[src/hw/rtl/nld_pkg.sv]
`default_nettype none
// ============================================================================
// nld_pkg
// Shared types and constants of the nested list byte deframer.
// ============================================================================
package nld_pkg;

   localparam int MAX_DEPTH = 8;
   localparam int LVL_W     = 4;
   localparam int PTR_W     = $clog2(MAX_DEPTH);
   localparam int STK_W     = 32;

   localparam logic [7:0] KIND_LEAF   = 8'h42;
   localparam logic [7:0] KIND_BRANCH = 8'h4C;

   localparam logic [1:0] ROLE_KIND = 2'd0;
   localparam logic [1:0] ROLE_LEN  = 2'd1;
   localparam logic [1:0] ROLE_PAY  = 2'd2;

   localparam logic [1:0] STAT_OK    = 2'd0;
   localparam logic [1:0] STAT_KIND  = 2'd1;
   localparam logic [1:0] STAT_AFTER = 2'd2;
   localparam logic [1:0] STAT_CUT   = 2'd3;

   typedef enum logic [2:0] {
      PH_KIND,
      PH_HEADER,
      PH_PAYLOAD,
      PH_DONE,
      PH_ERROR
   } phase_type;

   typedef enum logic [1:0] {
      S_IDLE,
      S_EXEC,
      S_CLIMB,
      S_EMIT
   } fsm_type;

   typedef struct packed {
      logic [7:0]       value;
      logic [1:0]       role;
      logic [LVL_W-1:0] level;
      logic             leaf_end;
      logic             done;
      logic [1:0]       status;
   } rsp_type;

   typedef struct packed {
      logic             rd_en;
      logic [PTR_W-1:0] rd_addr;
      logic             wr_en;
      logic [PTR_W-1:0] wr_addr;
      logic [STK_W-1:0] wr_data;
   } ram_req_type;

endpackage
`default_nettype wire

[src/hw/rtl/nld_ram.sv]
`default_nettype none
// ============================================================================
// nld_ram
// Generic single write port, single read port RAM with registered read.
// ============================================================================
module nld_ram #(
   parameter int WIDTH = 32,
   parameter int DEPTH = 8
) (
   input  wire logic                     clock,
   input  wire logic                     wr_en,
   input  wire logic [$clog2(DEPTH)-1:0] wr_addr,
   input  wire logic [WIDTH-1:0]         wr_data,
   input  wire logic                     rd_en,
   input  wire logic [$clog2(DEPTH)-1:0] rd_addr,
   output logic      [WIDTH-1:0]         rd_data
);

   logic [WIDTH-1:0] mem_ff [DEPTH];
   logic [WIDTH-1:0] rd_data_ff;

   always_ff @(posedge clock) begin
      if (wr_en) begin
         mem_ff[wr_addr] <= wr_data;
      end
      if (rd_en) begin
         rd_data_ff <= mem_ff[rd_addr];
      end
   end

   assign rd_data = rd_data_ff;

endmodule
`default_nettype wire

[src/hw/rtl/nld_rsp_reg.sv]
`default_nettype none
// ============================================================================
// nld_rsp_reg
// Output register between the deframer core and the result channel.
// ============================================================================
module nld_rsp_reg (
   input  wire logic             clock,
   input  wire logic             reset,
   input  wire logic             in_valid,
   output logic                  in_ready,
   input  wire nld_pkg::rsp_type in_word,
   output logic                  out_valid,
   input  wire logic             out_ready,
   output nld_pkg::rsp_type      out_word
);
   import nld_pkg::*;

   logic    valid_ff;
   logic    valid_in;
   rsp_type word_ff;

   assign in_ready = !valid_ff || out_ready;
   assign valid_in = in_valid || (valid_ff && !out_ready);

   always_ff @(posedge clock) begin
      if (reset) begin
         valid_ff <= 1'b0;
      end else begin
         valid_ff <= valid_in;
      end
   end

   always_ff @(posedge clock) begin
      if (in_valid && in_ready) begin
         word_ff <= in_word;
      end
   end

   assign out_valid = valid_ff;
   assign out_word  = word_ff;

endmodule
`default_nettype wire

[src/hw/rtl/nld_core.sv]
`default_nettype none
// ============================================================================
// nld_core
// Per-byte parse sequencer; child counts live in the stack RAM and are
// read, decremented and written back while a completed node unwinds.
// ============================================================================
module nld_core (
   input  wire logic                        clock,
   input  wire logic                        reset,
   input  wire logic                        in_valid,
   output logic                             in_ready,
   input  wire logic [7:0]                  in_byte,
   input  wire logic                        in_last,
   input  wire logic [nld_pkg::LVL_W-1:0]   list_depth,
   output logic                             res_valid,
   input  wire logic                        res_ready,
   output nld_pkg::rsp_type                 res_word,
   output nld_pkg::ram_req_type             ram_req,
   input  wire logic [nld_pkg::STK_W-1:0]   ram_rd_data
);
   import nld_pkg::*;

   localparam logic [LVL_W-1:0] MAX_LVL = LVL_W'(MAX_DEPTH);
   localparam logic [LVL_W-1:0] LVL_ONE = LVL_W'(1);
   localparam logic [STK_W-1:0] STK_ONE = STK_W'(1);

   fsm_type          state_ff, state_in;
   phase_type        phase_ff, phase_in;
   logic [1:0]       hcnt_ff, hcnt_in;
   logic [STK_W-1:0] hval_ff, hval_in;
   logic [STK_W-1:0] pleft_ff, pleft_in;
   logic [LVL_W-1:0] level_ff, level_in;
   logic [1:0]       err_ff, err_in;
   logic [LVL_W-1:0] clv_ff, clv_in;
   logic [7:0]       byte_ff, byte_in;
   logic             last_ff, last_in;
   logic [1:0]       role_ff, role_in;
   logic [LVL_W-1:0] rlvl_ff, rlvl_in;
   logic             leaf_ff, leaf_in;
   logic             done_ff, done_in;

   logic             accept;
   logic             climb;
   logic             climb_go;
   logic             climb_more;
   logic [LVL_W-1:0] eff_depth;
   logic             is_leaf;
   logic [STK_W-1:0] hval_shift;
   logic [LVL_W-1:0] lvl_dec;
   logic [LVL_W-1:0] parent;
   logic [LVL_W-1:0] parent_dec;
   logic [STK_W-1:0] cnt_dec;

   assign accept     = in_valid && in_ready;
   assign eff_depth  = (list_depth > MAX_LVL) ? MAX_LVL : list_depth;
   assign is_leaf    = level_ff >= eff_depth;
   assign hval_shift = {hval_ff[STK_W-9:0], byte_ff};
   assign lvl_dec    = level_ff - LVL_ONE;
   assign parent     = clv_ff - LVL_ONE;
   assign parent_dec = parent - LVL_ONE;
   assign cnt_dec    = ram_rd_data - STK_ONE;

   // datapath and stack access
   always_comb begin
      phase_in   = phase_ff;
      hcnt_in    = hcnt_ff;
      hval_in    = hval_ff;
      pleft_in   = pleft_ff;
      level_in   = level_ff;
      err_in     = err_ff;
      clv_in     = clv_ff;
      byte_in    = byte_ff;
      last_in    = last_ff;
      role_in    = role_ff;
      rlvl_in    = rlvl_ff;
      leaf_in    = leaf_ff;
      done_in    = done_ff;
      climb      = 1'b0;
      climb_go   = 1'b0;
      climb_more = 1'b0;
      ram_req    = '0;

      if (accept) begin
         byte_in = in_byte;
         last_in = in_last;
      end

      unique case (state_ff)
         S_EXEC: begin
            role_in = ROLE_KIND;
            rlvl_in = '0;
            leaf_in = 1'b0;
            done_in = 1'b0;
            unique case (phase_ff)
               PH_KIND: begin
                  rlvl_in = level_ff;
                  if (byte_ff != (is_leaf ? KIND_LEAF : KIND_BRANCH)) begin
                     err_in   = STAT_KIND;
                     phase_in = PH_ERROR;
                  end else begin
                     phase_in = PH_HEADER;
                     hcnt_in  = 2'd0;
                     hval_in  = '0;
                  end
               end
               PH_HEADER: begin
                  role_in = ROLE_LEN;
                  rlvl_in = level_ff;
                  hval_in = hval_shift;
                  if (hcnt_ff != 2'd3) begin
                     hcnt_in = hcnt_ff + 2'd1;
                  end else begin
                     hcnt_in = 2'd0;
                     if (is_leaf) begin
                        if (hval_shift != '0) begin
                           pleft_in = hval_shift;
                           phase_in = PH_PAYLOAD;
                        end else begin
                           leaf_in = 1'b1;
                           climb   = 1'b1;
                        end
                     end else if (hval_shift != '0) begin
                        ram_req.wr_en   = 1'b1;
                        ram_req.wr_addr = level_ff[PTR_W-1:0];
                        ram_req.wr_data = hval_shift;
                        level_in        = level_ff + LVL_ONE;
                        phase_in        = PH_KIND;
                     end else begin
                        climb = 1'b1;
                     end
                  end
               end
               PH_PAYLOAD: begin
                  role_in  = ROLE_PAY;
                  rlvl_in  = level_ff;
                  pleft_in = pleft_ff - STK_ONE;
                  if (pleft_ff == STK_ONE) begin
                     leaf_in = 1'b1;
                     climb   = 1'b1;
                  end
               end
               PH_DONE: begin
                  err_in   = STAT_AFTER;
                  phase_in = PH_ERROR;
               end
               PH_ERROR: begin
               end
               default: begin
               end
            endcase
            if (climb) begin
               if (level_ff == '0) begin
                  phase_in = PH_DONE;
                  level_in = '0;
                  done_in  = 1'b1;
               end else begin
                  climb_go        = 1'b1;
                  ram_req.rd_en   = 1'b1;
                  ram_req.rd_addr = lvl_dec[PTR_W-1:0];
                  clv_in          = level_ff;
               end
            end
         end
         S_CLIMB: begin
            ram_req.wr_en   = 1'b1;
            ram_req.wr_addr = parent[PTR_W-1:0];
            ram_req.wr_data = cnt_dec;
            if (cnt_dec != '0) begin
               level_in = clv_ff;
               phase_in = PH_KIND;
            end else if (parent == '0) begin
               phase_in = PH_DONE;
               level_in = '0;
               done_in  = 1'b1;
            end else begin
               climb_more      = 1'b1;
               ram_req.rd_en   = 1'b1;
               ram_req.rd_addr = parent_dec[PTR_W-1:0];
               clv_in          = parent;
            end
         end
         S_EMIT: begin
            if (res_ready && last_ff) begin
               phase_in = PH_KIND;
               hcnt_in  = 2'd0;
               hval_in  = '0;
               pleft_in = '0;
               level_in = '0;
               err_in   = STAT_OK;
            end
         end
         S_IDLE: begin
         end
         default: begin
         end
      endcase
   end

   // next state
   always_comb begin
      state_in = state_ff;
      unique case (state_ff)
         S_IDLE: begin
            if (accept) begin
               state_in = S_EXEC;
            end
         end
         S_EXEC: begin
            state_in = climb_go ? S_CLIMB : S_EMIT;
         end
         S_CLIMB: begin
            state_in = climb_more ? S_CLIMB : S_EMIT;
         end
         S_EMIT: begin
            if (res_ready) begin
               state_in = accept ? S_EXEC : S_IDLE;
            end
         end
         default: begin
            state_in = S_IDLE;
         end
      endcase
   end

   // outputs
   always_comb begin
      in_ready          = (state_ff == S_IDLE) || ((state_ff == S_EMIT) && res_ready);
      res_valid         = state_ff == S_EMIT;
      res_word.value    = byte_ff;
      res_word.role     = role_ff;
      res_word.level    = rlvl_ff;
      res_word.leaf_end = leaf_ff;
      res_word.done     = done_ff;
      if ((err_ff == STAT_OK) && last_ff && (phase_ff != PH_DONE)) begin
         res_word.status = STAT_CUT;
      end else begin
         res_word.status = err_ff;
      end
   end

   always_ff @(posedge clock) begin
      if (reset) begin
         state_ff <= S_IDLE;
         phase_ff <= PH_KIND;
         hcnt_ff  <= 2'd0;
         hval_ff  <= '0;
         pleft_ff <= '0;
         level_ff <= '0;
         err_ff   <= STAT_OK;
      end else begin
         state_ff <= state_in;
         phase_ff <= phase_in;
         hcnt_ff  <= hcnt_in;
         hval_ff  <= hval_in;
         pleft_ff <= pleft_in;
         level_ff <= level_in;
         err_ff   <= err_in;
      end
   end

   always_ff @(posedge clock) begin
      clv_ff  <= clv_in;
      byte_ff <= byte_in;
      last_ff <= last_in;
      role_ff <= role_in;
      rlvl_ff <= rlvl_in;
      leaf_ff <= leaf_in;
      done_ff <= done_in;
   end

   a_no_rw_same_entry: assert property (@(posedge clock) disable iff (reset)
      (ram_req.rd_en && ram_req.wr_en) |-> (ram_req.rd_addr != ram_req.wr_addr))
      else $error("stack read and write hit the same entry");

   a_climb_level: assert property (@(posedge clock) disable iff (reset)
      (state_ff == S_CLIMB) |-> (clv_ff != '0))
      else $error("unwind running at root level");

   a_level_range: assert property (@(posedge clock) disable iff (reset)
      level_ff <= MAX_LVL)
      else $error("nesting level beyond stack depth");

   a_err_holds: assert property (@(posedge clock) disable iff (reset)
      (err_ff != STAT_OK) |-> (phase_ff == PH_ERROR))
      else $error("error code set outside error phase");

   a_clear_on_last: assert property (@(posedge clock) disable iff (reset)
      ((state_ff == S_EMIT) && res_ready && last_ff)
         |=> ((phase_ff == PH_KIND) && (level_ff == '0) && (err_ff == STAT_OK)))
      else $error("message state not cleared after last word");

endmodule
`default_nettype wire

[src/hw/rtl/nested_list_bytes_deframer.sv]
`default_nettype none
// ============================================================================
// nested_list_bytes_deframer
// Checks and splits a serialized tree of byte strings, one word at a time.
//
//   channel  direction  handshake              payload
//   req      in         req_valid/req_ready    data_byte, last_byte
//   rsp      out        rsp_valid/rsp_ready    value, role, level, leaf end,
//                                              done, status
//   csr      in         csr_wr_en              list_depth (4 bits)
//
// a word passes through the exec and emit states, plus a climb step per stack
// level unwound when a node completes; the unwind reads and rewrites one child
// count per cycle in the stack RAM. a finished result sits in the output register
// while the next word is taken. synchronous reset clears control state and
// list_depth; no clearing pass is needed for the stack.
// ============================================================================
module nested_list_bytes_deframer (
   input  wire logic                      clock,
   input  wire logic                      reset,
   input  wire logic                      req_valid,
   output logic                           req_ready,
   input  wire logic [7:0]                req_data_byte,
   input  wire logic                      req_last_byte,
   output logic                           rsp_valid,
   input  wire logic                      rsp_ready,
   output logic [7:0]                     rsp_byte_value,
   output logic [1:0]                     rsp_byte_role,
   output logic [nld_pkg::LVL_W-1:0]      rsp_node_level,
   output logic                           rsp_leaf_end,
   output logic                           rsp_message_done,
   output logic [1:0]                     rsp_status,
   input  wire logic                      csr_wr_en,
   input  wire logic [nld_pkg::LVL_W-1:0] csr_wr_data
);
   import nld_pkg::*;

   logic [LVL_W-1:0] list_depth_ff;
   ram_req_type      ram_req;
   logic [STK_W-1:0] ram_rd_data;
   logic             res_valid;
   logic             res_ready;
   rsp_type          res_word;
   rsp_type          out_word;

   always_ff @(posedge clock) begin
      if (reset) begin
         list_depth_ff <= '0;
      end else if (csr_wr_en) begin
         list_depth_ff <= csr_wr_data;
      end
   end

   nld_ram #(
      .WIDTH (STK_W),
      .DEPTH (MAX_DEPTH)
   ) u_stack (
      .clock   (clock),
      .wr_en   (ram_req.wr_en),
      .wr_addr (ram_req.wr_addr),
      .wr_data (ram_req.wr_data),
      .rd_en   (ram_req.rd_en),
      .rd_addr (ram_req.rd_addr),
      .rd_data (ram_rd_data)
   );

   nld_core u_core (
      .clock       (clock),
      .reset       (reset),
      .in_valid    (req_valid),
      .in_ready    (req_ready),
      .in_byte     (req_data_byte),
      .in_last     (req_last_byte),
      .list_depth  (list_depth_ff),
      .res_valid   (res_valid),
      .res_ready   (res_ready),
      .res_word    (res_word),
      .ram_req     (ram_req),
      .ram_rd_data (ram_rd_data)
   );

   nld_rsp_reg u_rsp (
      .clock     (clock),
      .reset     (reset),
      .in_valid  (res_valid),
      .in_ready  (res_ready),
      .in_word   (res_word),
      .out_valid (rsp_valid),
      .out_ready (rsp_ready),
      .out_word  (out_word)
   );

   assign rsp_byte_value   = out_word.value;
   assign rsp_byte_role    = out_word.role;
   assign rsp_node_level   = out_word.level;
   assign rsp_leaf_end     = out_word.leaf_end;
   assign rsp_message_done = out_word.done;
   assign rsp_status       = out_word.status;

endmodule
`default_nettype wire

[config.mk]
export PLATFORM = sky130hd
export DESIGN_NAME = nested_list_bytes_deframer
export DESIGN_NICKNAME = d
export VERILOG_FILES = /design/src/hw/rtl/nld_pkg.sv /design/src/hw/rtl/nld_ram.sv /design/src/hw/rtl/nld_rsp_reg.sv /design/src/hw/rtl/nld_core.sv /design/src/hw/rtl/nested_list_bytes_deframer.sv
export SDC_FILE = /design/constraint.sdc
export NUM_CORES = 1
export LEC_CHECK = 0
export BUFFER_PORTS_ARGS = -buffer_cell sky130_fd_sc_hd__buf_2
export CAP_MARGIN = 10
export CORE_MARGIN = 2
export CORE_UTILIZATION = 55
export CTS_CLUSTER_SIZE = 12
export DETAILED_ROUTE_END_ITERATION = 16
export PLACE_DENSITY = 0.67
export SLEW_MARGIN = 5
export SYNTH_ARGS = -nofsm -noshare
export SYNTH_HDL_FRONTEND = slang
export SYNTH_SLANG_ARGS = --single-unit
[constraint.sdc]
create_clock -name clock -period 7.5 [get_ports clock]
set_input_delay 2.25 -clock clock [delete_from_list [all_inputs] [get_ports clock]]
set_output_delay 2.25 -clock clock [all_outputs]
set_load 0.01 [all_outputs]
==> impl_metrics.yaml, run 1 <==
setup_path:
  worst-path-max-fanout: 20
  path_depth: 5
  crit_type: "in -> out"
  crit_required_ns: 5.25
  critPathTopFamily: "simple AND/OR/NAND/NOR gates"
  start_kind: "input port"
  worstPathCellList: "buf_2, nand2b_1, and2_1, or2_2, buf_2"
  cp_common_cell: "buf_2"
  crit_slowest_cell: "and2_1"
  rr_worst_depth: 12
  worstPathArrival_ns: 3.58
  worstSetupEndpointType: "output pin"
  max_stage_delay_ns: 0.70
  rrSetupSlack_ns: 2.26
  critPathBufInv: 2
final_layout:
  syn_to_final_growth_pct: 9.59
  finalNonFillerCells: 2114
  seq_area_um2: 11300
  n_fill_cell: 2669
  multi_input_area_um2: 7170
  fin_util_pct: 61.6
  fin_nets: 1677
  layout-drive-gt1-share_pct: 13.2
power:
  p_per_area_nw_per_um2: 310
  vdd_drop_max_v: 0.000219
  finalPower_uw: 6430
  power_leakage_uw: 0.00680
synthesis:
  synth_flop_cell: "edfxtp_1"
  synth-warning-count: 0
  synth-async-reset-ratio_pct: 0
  yosys.cell_types.count: 72
  synth_seq_cells: 401
  synth_area_per_cell_um2: 11.5
  syn_area_um2: 18900
  ys_seq_area_share_pct: 59.7
  synthCells: 1642
  syn-num-nets: 1681
  synth_edf_count: 327
hold_path:
  holdPathStages: 0
  hold_class: "reg -> reg"
route:
  wirelength_um: 47800
  via_per_inst: 6.35
  drc_errors: 0
  via_count: 13432
  route.antenna.remaining_nets: 0
  first_pass_iters: 5
  drt_iter0_drc: 1249
  wl_per_cell_um: 22.6
global_route:
  antenna_found_initial: 0
  grt_use_met3_pct: 4.17
  track_usage_pct: 26.8
  gr-max-usage-layer: "met2"
  grt_use_met2_pct: 43.5
  gr-total-overflow: 0
  grt_max_degree: 162
  use_met1_pct: 37.1
  grt_pass1_vias: 12947
  grt_pass1_wl_um: 74900
timing:
  finalSetupViolCount: 0
  layout_min_cycle_time_ns: 5.83
  skew_ns: 0.0180
  rsz0062_at_grt: "false"
  hold_ws_ns: 0.417
  max_slew_margin_pct: 22.3
  hold_viol: 0
  worstMarginPinSlew_ns: 1.16
  fmax_ghz: 0.172
  finalCritPeriodShare_pct: 77.7
  setup-tns-final_ns: 0
  slew_viol_final: 0
place:
  dp_cells: 2041
  port_buffers: 37
  hpwl_um: 28800
  routabilityCongestion: 0.896
clock_tree:
  cts_hold_buf: 0
  clockBufferDepth: 3
  insertion_delay_ns: 0.56
  cts_tree: "done"
  clk_pin_slew_ns: 0.05
  clockRootBuffer: "clkbuf_16"
  h-tree-depth: 2
  cts_resized: 0
  cts_setup_buffers: 0
  clock_sinks: 401
  cts_inserted_buffers: 43
die:
  dieHeight_um: 190
  fp.dieW_um: 190
  std_cell_rows: 67
  dieArea_um2: 35900
  initial_core_util_pct: 56.2
  ios: 38
  core_region_area_um2: 33700
job:
  max_cap_viol_count: 0
outcome:
  outcome: "finished, final reports clean"
metal layers:
layer	share of wire, %	wire (um)
met5	0	0
met4	2.9	1390
met3	6.6	3160
met2	47	22500
met1	43	20800
where the power goes:
part	internal (uW)	switching [uW]	leakage, uW
clock network	1080	843	0.000595
logic	560	1180	0.00265
registers	2620	149	0.00355
flip-flops by register name (all words and copies together), names as in the netlist, 2 cells and up:
register and count:
list_depth_ff 4, u_core.byte_ff 8, u_core.clv_ff 4, u_core.err_ff 2, u_core.hcnt_ff 2, u_core.hval_ff 24
u_core.level_ff 4, u_core.phase_ff 3, u_core.pleft_ff 32, u_core.rlvl_ff 4, u_core.role_ff 2, u_core.state_ff 2
u_rsp.out_word 18, u_stack.mem_ff 256, u_stack.rd_data 32
cell usage in the layout (no fill, tap or decap), drive strengths merged, types with 59 or more instances in the layout:
master and instances:
edfxtp 327, nand2 105, nor2 105, nor3 97, dfxtp 74, and3 73
nand2b 72, a21oi 72, mux2 64, o21ai 63, buf 63, clkbuf 59
path summary, 6_finish.rpt:
check | from | endpoint
setup / recovery | rsp_ready | req_ready
hold / removal | u_core.role_ff[1] | u_rsp.out_word[9]
setup reg to reg | u_stack.rd_data[1] | u_stack.rd_data[12]
hold reg to reg | u_core.role_ff[1] | u_rsp.out_word[9]
Yosys cell counts (36+ instances only):
master | number | share of area, %
mux2_2 | 62 | 3.7
nor2_1 | 105 | 2.1
nand4_1 | 43 | 1.4
dfxtp_1 | 74 | 7.8
o21ai_0 | 62 | 1.6
a21oi_1 | 72 | 1.9
o22ai_1 | 36 | 1.2
nand2b_1 | 72 | 2.4
edfxtp_1 | 327 | 52
and3_1 | 73 | 2.4
nor3_1 | 84 | 2.2
nand2_1 | 105 | 2.1
clkbuf_1 | 83 | 1.6
kinds of logic after synthesis:
family	count (synthesis)	share of synthesized area, %
compound gates	339	11.8
xor+xnor	33	1.53
fa+ha+maj	21	1.39
buf+inv	134	2.95
flops	401	59.7
mux	72	4.23
simple gates	642	18.4
through the flow:
step / setup slack, ns / area [um^2]
floorplan: 1.77 / 18900
global placement: 1.73 / 19500
detailed placement: 1.66 / 19500
CTS: 1.66 / 20800
global route: 1.55 / 20800
finish: 1.67 / 20800
area by class of cell:
class                   instances  share of cell area, %
diodes                          1                 0.0121
clock buffers                  59                   5.58
repair buffers                 63                   1.89
multi-input cells            1107                   34.6
well taps                     448                   2.70
flip-flops and latches        401                   54.5
inverters                      22                  0.398
clock inverters                13                  0.410
No activity file was read; power rests on OpenSTA's default activity.
==> inputs of run 2 (changes only) <==
==> constraint.sdc (replaced) <==
create_clock -name clock -period 5.7 [get_ports clock]
set_input_delay 1.71 -clock clock [delete_from_list [all_inputs] [get_ports clock]]
set_output_delay 1.71 -clock clock [all_outputs]
set_load 0.01 [all_outputs]
==> run 2 against run 1 <==
  * Critical path depth grew 7
  * Die area is the same
  * Count of clock-buffer cells in the layout shrank 1
  * Sequential power grew 31%
  * Global-route usage grew 0.28 points
  * Design area grew 0.43%
  * Register-to-register slack lost 1.3 ns
==> impl_metrics.yaml, run 2 (synthesis results as in run 1) <==
final_layout:
  finalNonFillerCells: 2114
  mostFrequentLayoutCell: "edfxtp_1"
  fin_nets: 1680
  syn_to_final_growth_pct: 10.1
  stdcell_area_um2: 20800
  layout-drive-gt1-share_pct: 13.6
  largest_reg_flops: 256
  final_cell_mix: "327 x edfxtp_1, 105 x nand2_1, 99 x nor2_1, 82 x nor3_1, 74 x dfxtp_1"
  top_register: "u_stack.mem_ff"
  diodes: 0
setup_path:
  crit_slowest_cell: "o32ai_4"
  worstPathCellList: "inv_1, ha_1, or3b_2, nor3_1, a41oi_1, o211ai_1, nand4_1, o32ai_4, buf_12, mux2_2, o22ai_1, nor3_2"
  worstSetupEndpointType: "flop"
  worstPathArrival_ns: 5.10
  crit_required_ns: 6.02
  rrSetupSlack_ns: 0.91
  worst-path-max-fanout: 55
  max_stage_delay_ns: 0.66
  crit_type: "reg -> reg"
  start_kind: "flop"
die:
  dieArea_um2: 35900
  core_region_area_um2: 33700
  dieHeight_um: 190
  std_cell_rows: 67
  fp.dieW_um: 190
  ios: 38
  initial_core_util_pct: 56.2
clock_tree:
  clockBufferDepth: 3
  cts_setup_buffers: 0
  clock_sinks: 401
  cts_inserted_buffers: 42
  h-tree-depth: 2
  cts_hold_buf: 0
  clockRootBuffer: "clkbuf_16"
  insertion_delay_ns: 0.58
  cts_resized: 0
  cts_tree: "done"
  clk_pin_slew_ns: 0.06
timing:
  rsz0062_at_grt: "false"
  finalSetupViolCount: 0
  hold_viol: 0
  layout_min_cycle_time_ns: 4.79
  worstMarginPinSlew_ns: 1.09
  slew_viol_final: 0
  skew_ns: 0.0242
  finalCritPeriodShare_pct: 84.0
  fmax_ghz: 0.209
  max_slew_margin_pct: 27.6
  setup-tns-final_ns: 0
place:
  hpwl_um: 28800
  routabilityCongestion: 0.929
  port_buffers: 37
  dp_cells: 2045
  placed_area_um2: 19600
power:
  power_leakage_uw: 0.00686
  vdd_drop_max_v: 0.000409
  finalPower_uw: 8540
  p_per_area_nw_per_um2: 410
global_route:
  grt_pass1_vias: 12759
  gr-total-overflow: 0
  antenna_found_initial: 0
  track_usage_pct: 27.1
  grt_pass1_wl_um: 74500
  grt_max_degree: 110
route:
  first_pass_iters: 6
  wirelength_um: 48600
  wl_per_cell_um: 23.0
  via_per_inst: 6.36
  drc_errors: 0
  drt_iter0_drc: 1525
  via_count: 13453
  route.antenna.remaining_nets: 0
job:
  max_cap_viol_count: 0
hold_path:
  hold_class: "reg -> reg"
outcome:
  outcome: "finished, final reports clean"
run 2: worst paths after layout:
kind / from / end / cells after the start
min reg2reg: u_core.rlvl_ff[1] / u_rsp.out_word[5] / 0
max: u_stack.rd_data[0] / u_stack.rd_data[5] / 12
max reg2reg: u_stack.rd_data[0] / u_stack.rd_data[5] / 12
min: u_core.rlvl_ff[1] / u_rsp.out_word[5] / 0
run 2: per-stage QoR:
stage                     hold WS (ns)  utilization, %  worst slack (ns)
final                            0.419            61.9             0.913
after global routing             0.430            61.9             0.777
after CTS                        0.421            61.9             0.996
after detailed placement         0.405            58.0              1.00
after global placement           0.403            58.0              1.03
after floorplan                  0.400               -           -0.0328
run 2: layer usage:
layer | part of all wire (%) | vias to the layer above | GRT usage [%]
met5 | 0 | - | 0
met4 | 2.9 | 0 | 9.21
met3 | 6.6 | 87 | 4.37
met2 | 47 | 496 | 43.8
met1 | 43 | 6676 | 37.6
li1 | - | 6194 | -
run 2: report_power, final:
part	total (uW)	internal (uW)	leakage [uW]	switching, uW
Clock	2590	1490	0.000630	1100
Sequential	3640	3450	0.00355	193
Combinational	2320	750	0.00267	1570
run 2: worst max-delay path: cells and delay by family (launching register included):
family / cells / cell delay [ns]
buffers and inverters: 2 / 0.46
adders and majority gates: 1 / 0.23
and+or+nand+nor: 4 / 1.44
DFF: 1 / 0.49
muxes: 1 / 0.38
AOI/OAI and AO/OA: 4 / 1.49
run 2: cell type report:
class / count / area (um^2)
multi-input combinational: 1107 / 7170
clock buffer: 58 / 1180
fill: 2699 / 12900
inverter: 22 / 82.6
tap: 448 / 561
clock inverter: 11 / 97.6
timing repair buffer: 67 / 448
sequential: 401 / 11300
==> inputs of run 3 (changes only) <==
==> constraint.sdc (replaced) <==
create_clock -name clock -period 4.9 [get_ports clock]
set_input_delay 1.47 -clock clock [delete_from_list [all_inputs] [get_ports clock]]
set_output_delay 1.47 -clock clock [all_outputs]
set_load 0.01 [all_outputs]
==> run 3 against run 2 <==
  * Largest power group unchanged
  * Critical path depth stayed put
  * Combinational power increased by 18%
  * Via count is 1.3% higher
  * Wire length up 2.3%
  * Core utilization increased by 0.76 points
  * Critical path type unchanged
==> impl_metrics.yaml, run 3 (synthesis results as in run 1) <==
route:
  first_pass_iters: 6
  wl_per_cell_um: 23.2
  drc_errors: 0
  route.antenna.remaining_nets: 0
  wirelength_um: 49700
  via_per_inst: 6.36
  via_count: 13627
  drt_iter0_drc: 1498
timing:
  finalSetupViolCount: 0
  layout_min_cycle_time_ns: 4.65
  skew_ns: 0.0181
  hold_viol: 0
  worstMarginPinSlew_ns: 1.23
  setup-tns-final_ns: 0
  fmax_ghz: 0.215
  finalCritPeriodShare_pct: 94.9
  hold_ws_ns: 0.419
  slew_viol_final: 0
  rsz0062_at_grt: "false"
  max_slew_margin_pct: 17.0
setup_path:
  critPathTopFamily: "compound AO/OA/AOI/OAI gates"
  crit_slowest_cell: "o32ai_4"
  worstPathArrival_ns: 4.95
  worstPathCellList: "inv_1, ha_1, or3b_2, o31ai_1, nand4_1, a2111oi_1, nand4_2, o32ai_4, buf_4, mux2_2, o22ai_1, nor3_1"
  worst-path-max-fanout: 19
  worstSetupStartpoint: "u_stack.rd_data[0]"
  crit_type: "reg -> reg"
  max_stage_delay_ns: 0.70
  r2r-start: "u_stack.rd_data[0]"
  crit_required_ns: 5.20
  worstSetupEndpointType: "flop"
  start_kind: "flop"
  critPathBufInv: 2
die:
  initial_core_util_pct: 56.2
  core_region_area_um2: 33700
  std_cell_rows: 67
  dieHeight_um: 190
  ios: 38
  dieArea_um2: 35900
  fp.dieW_um: 190
power:
  p_per_area_nw_per_um2: 477
  vdd_drop_max_v: 0.000350
  power_leakage_uw: 0.00699
place:
  placed_area_um2: 19800
  hpwl_um: 30000
  port_buffers: 37
  routabilityCongestion: 0.973
  dp_cells: 2066
global_route:
  grt_pass1_vias: 12942
  antenna_found_initial: 0
  track_usage_pct: 27.2
  grt_pass1_wl_um: 75600
  gr-total-overflow: 0
  grt_max_degree: 91
clock_tree:
  cts_tree: "done"
  cts_hold_buf: 0
  h-tree-depth: 2
  insertion_delay_ns: 0.56
  clockRootBuffer: "clkbuf_16"
  cts_inserted_buffers: 43
  clock_sinks: 401
  clockBufferDepth: 3
  clk_pin_slew_ns: 0.06
final_layout:
  diodes: 0
  finalNonFillerCells: 2143
  top_register: "u_stack.mem_ff"
  mostFrequentLayoutCell: "edfxtp_1"
  stdcell_area_um2: 21100
  syn_to_final_growth_pct: 11.4
  fin_nets: 1703
  final_cell_mix: "327 x edfxtp_1, 105 x nand2_1, 99 x nor2_1, 82 x nor3_1, 74 x dfxtp_1"
  layout-drive-gt1-share_pct: 14.6
  largest_reg_flops: 256
hold_path:
  hold_class: "reg -> reg"
  min_from: "u_core.rlvl_ff[0]"
outcome:
  outcome: "finished, final reports clean"
job:
  max_cap_viol_count: 0
run 3: cell count changes in the layout (fill, tap and decap cells not counted), sizes merged:
cell | before | now
inv | 20 | 23
o221ai | 1 | 2
buf | 67 | 88
bufinv | 1 | 3
clkinv | 12 | 14
run 3: path summary, 6_finish.rpt:
path | endpoint | slack (ns) | cells past startpoint
hold / removal | u_rsp.out_word[4] | 0.42 | 0
hold reg to reg | u_rsp.out_word[4] | 0.42 | 0
setup / recovery | u_stack.rd_data[13] | 0.25 | 12
setup reg to reg | u_stack.rd_data[13] | 0.25 | 12
run 3: power breakdown:
group	total, uW	switching [uW]	internal (uW)	leakage, uW
clock network	3100	1300	1800	0.000646
logic	2730	1850	888	0.00279
registers	4220	213	4010	0.00355
total	10100	3360	6700	0.00699
run 3: metal layers:
metal | vias up | wire length (um) | GRT usage [%]
met1 | 6704 | 21100 | 37.9
li1 | 6246 | - | -
met4 | 0 | 1430 | 8.80
met2 | 571 | 23700 | 44.4
met5 | - | 0 | 0
met3 | 106 | 3450 | 3.91
run 3: worst register-to-register path, cell delays in order, from the launching register on:
cell and delay [ns]:
edfxtp_1 0.47, inv_1 0.12, ha_1 0.23, or3b_2 0.53, o31ai_1 0.33, nand4_1 0.21
a2111oi_1 0.55, nand4_2 0.26, o32ai_4 0.71, buf_4 0.37, mux2_2 0.37, o22ai_1 0.17
nor3_1 0.07
run 3: cell type report:
type | instances | area (um^2)
Fill cell | 2648 | 12600
Clock buffer | 58 | 1140
Multi-Input combinational cell | 1108 | 7180
Clock inverter | 18 | 188
Inverter | 22 | 82.6
Timing Repair Buffer | 88 | 643
Sequential cell | 401 | 11300
Tap cell | 448 | 561
run 3: per-stage QoR:
stage / util [%] / setup WS, ns / total power [uW]
detailed placement: 58.6 / 0.364 / 6980
CTS: 62.6 / 0.333 / 10100
floorplan: - / -0.833 / 6210
global placement: 58.6 / 0.524 / 6930
global route: 62.6 / 0.0307 / 10500
finish: 62.6 / 0.249 / 10100
run 3: repair_timing:
item                                    in CTS  in global routing
resized for setup                            0                  0
endpoints found under the setup margin       0                  3
setup buffers                                0                  0
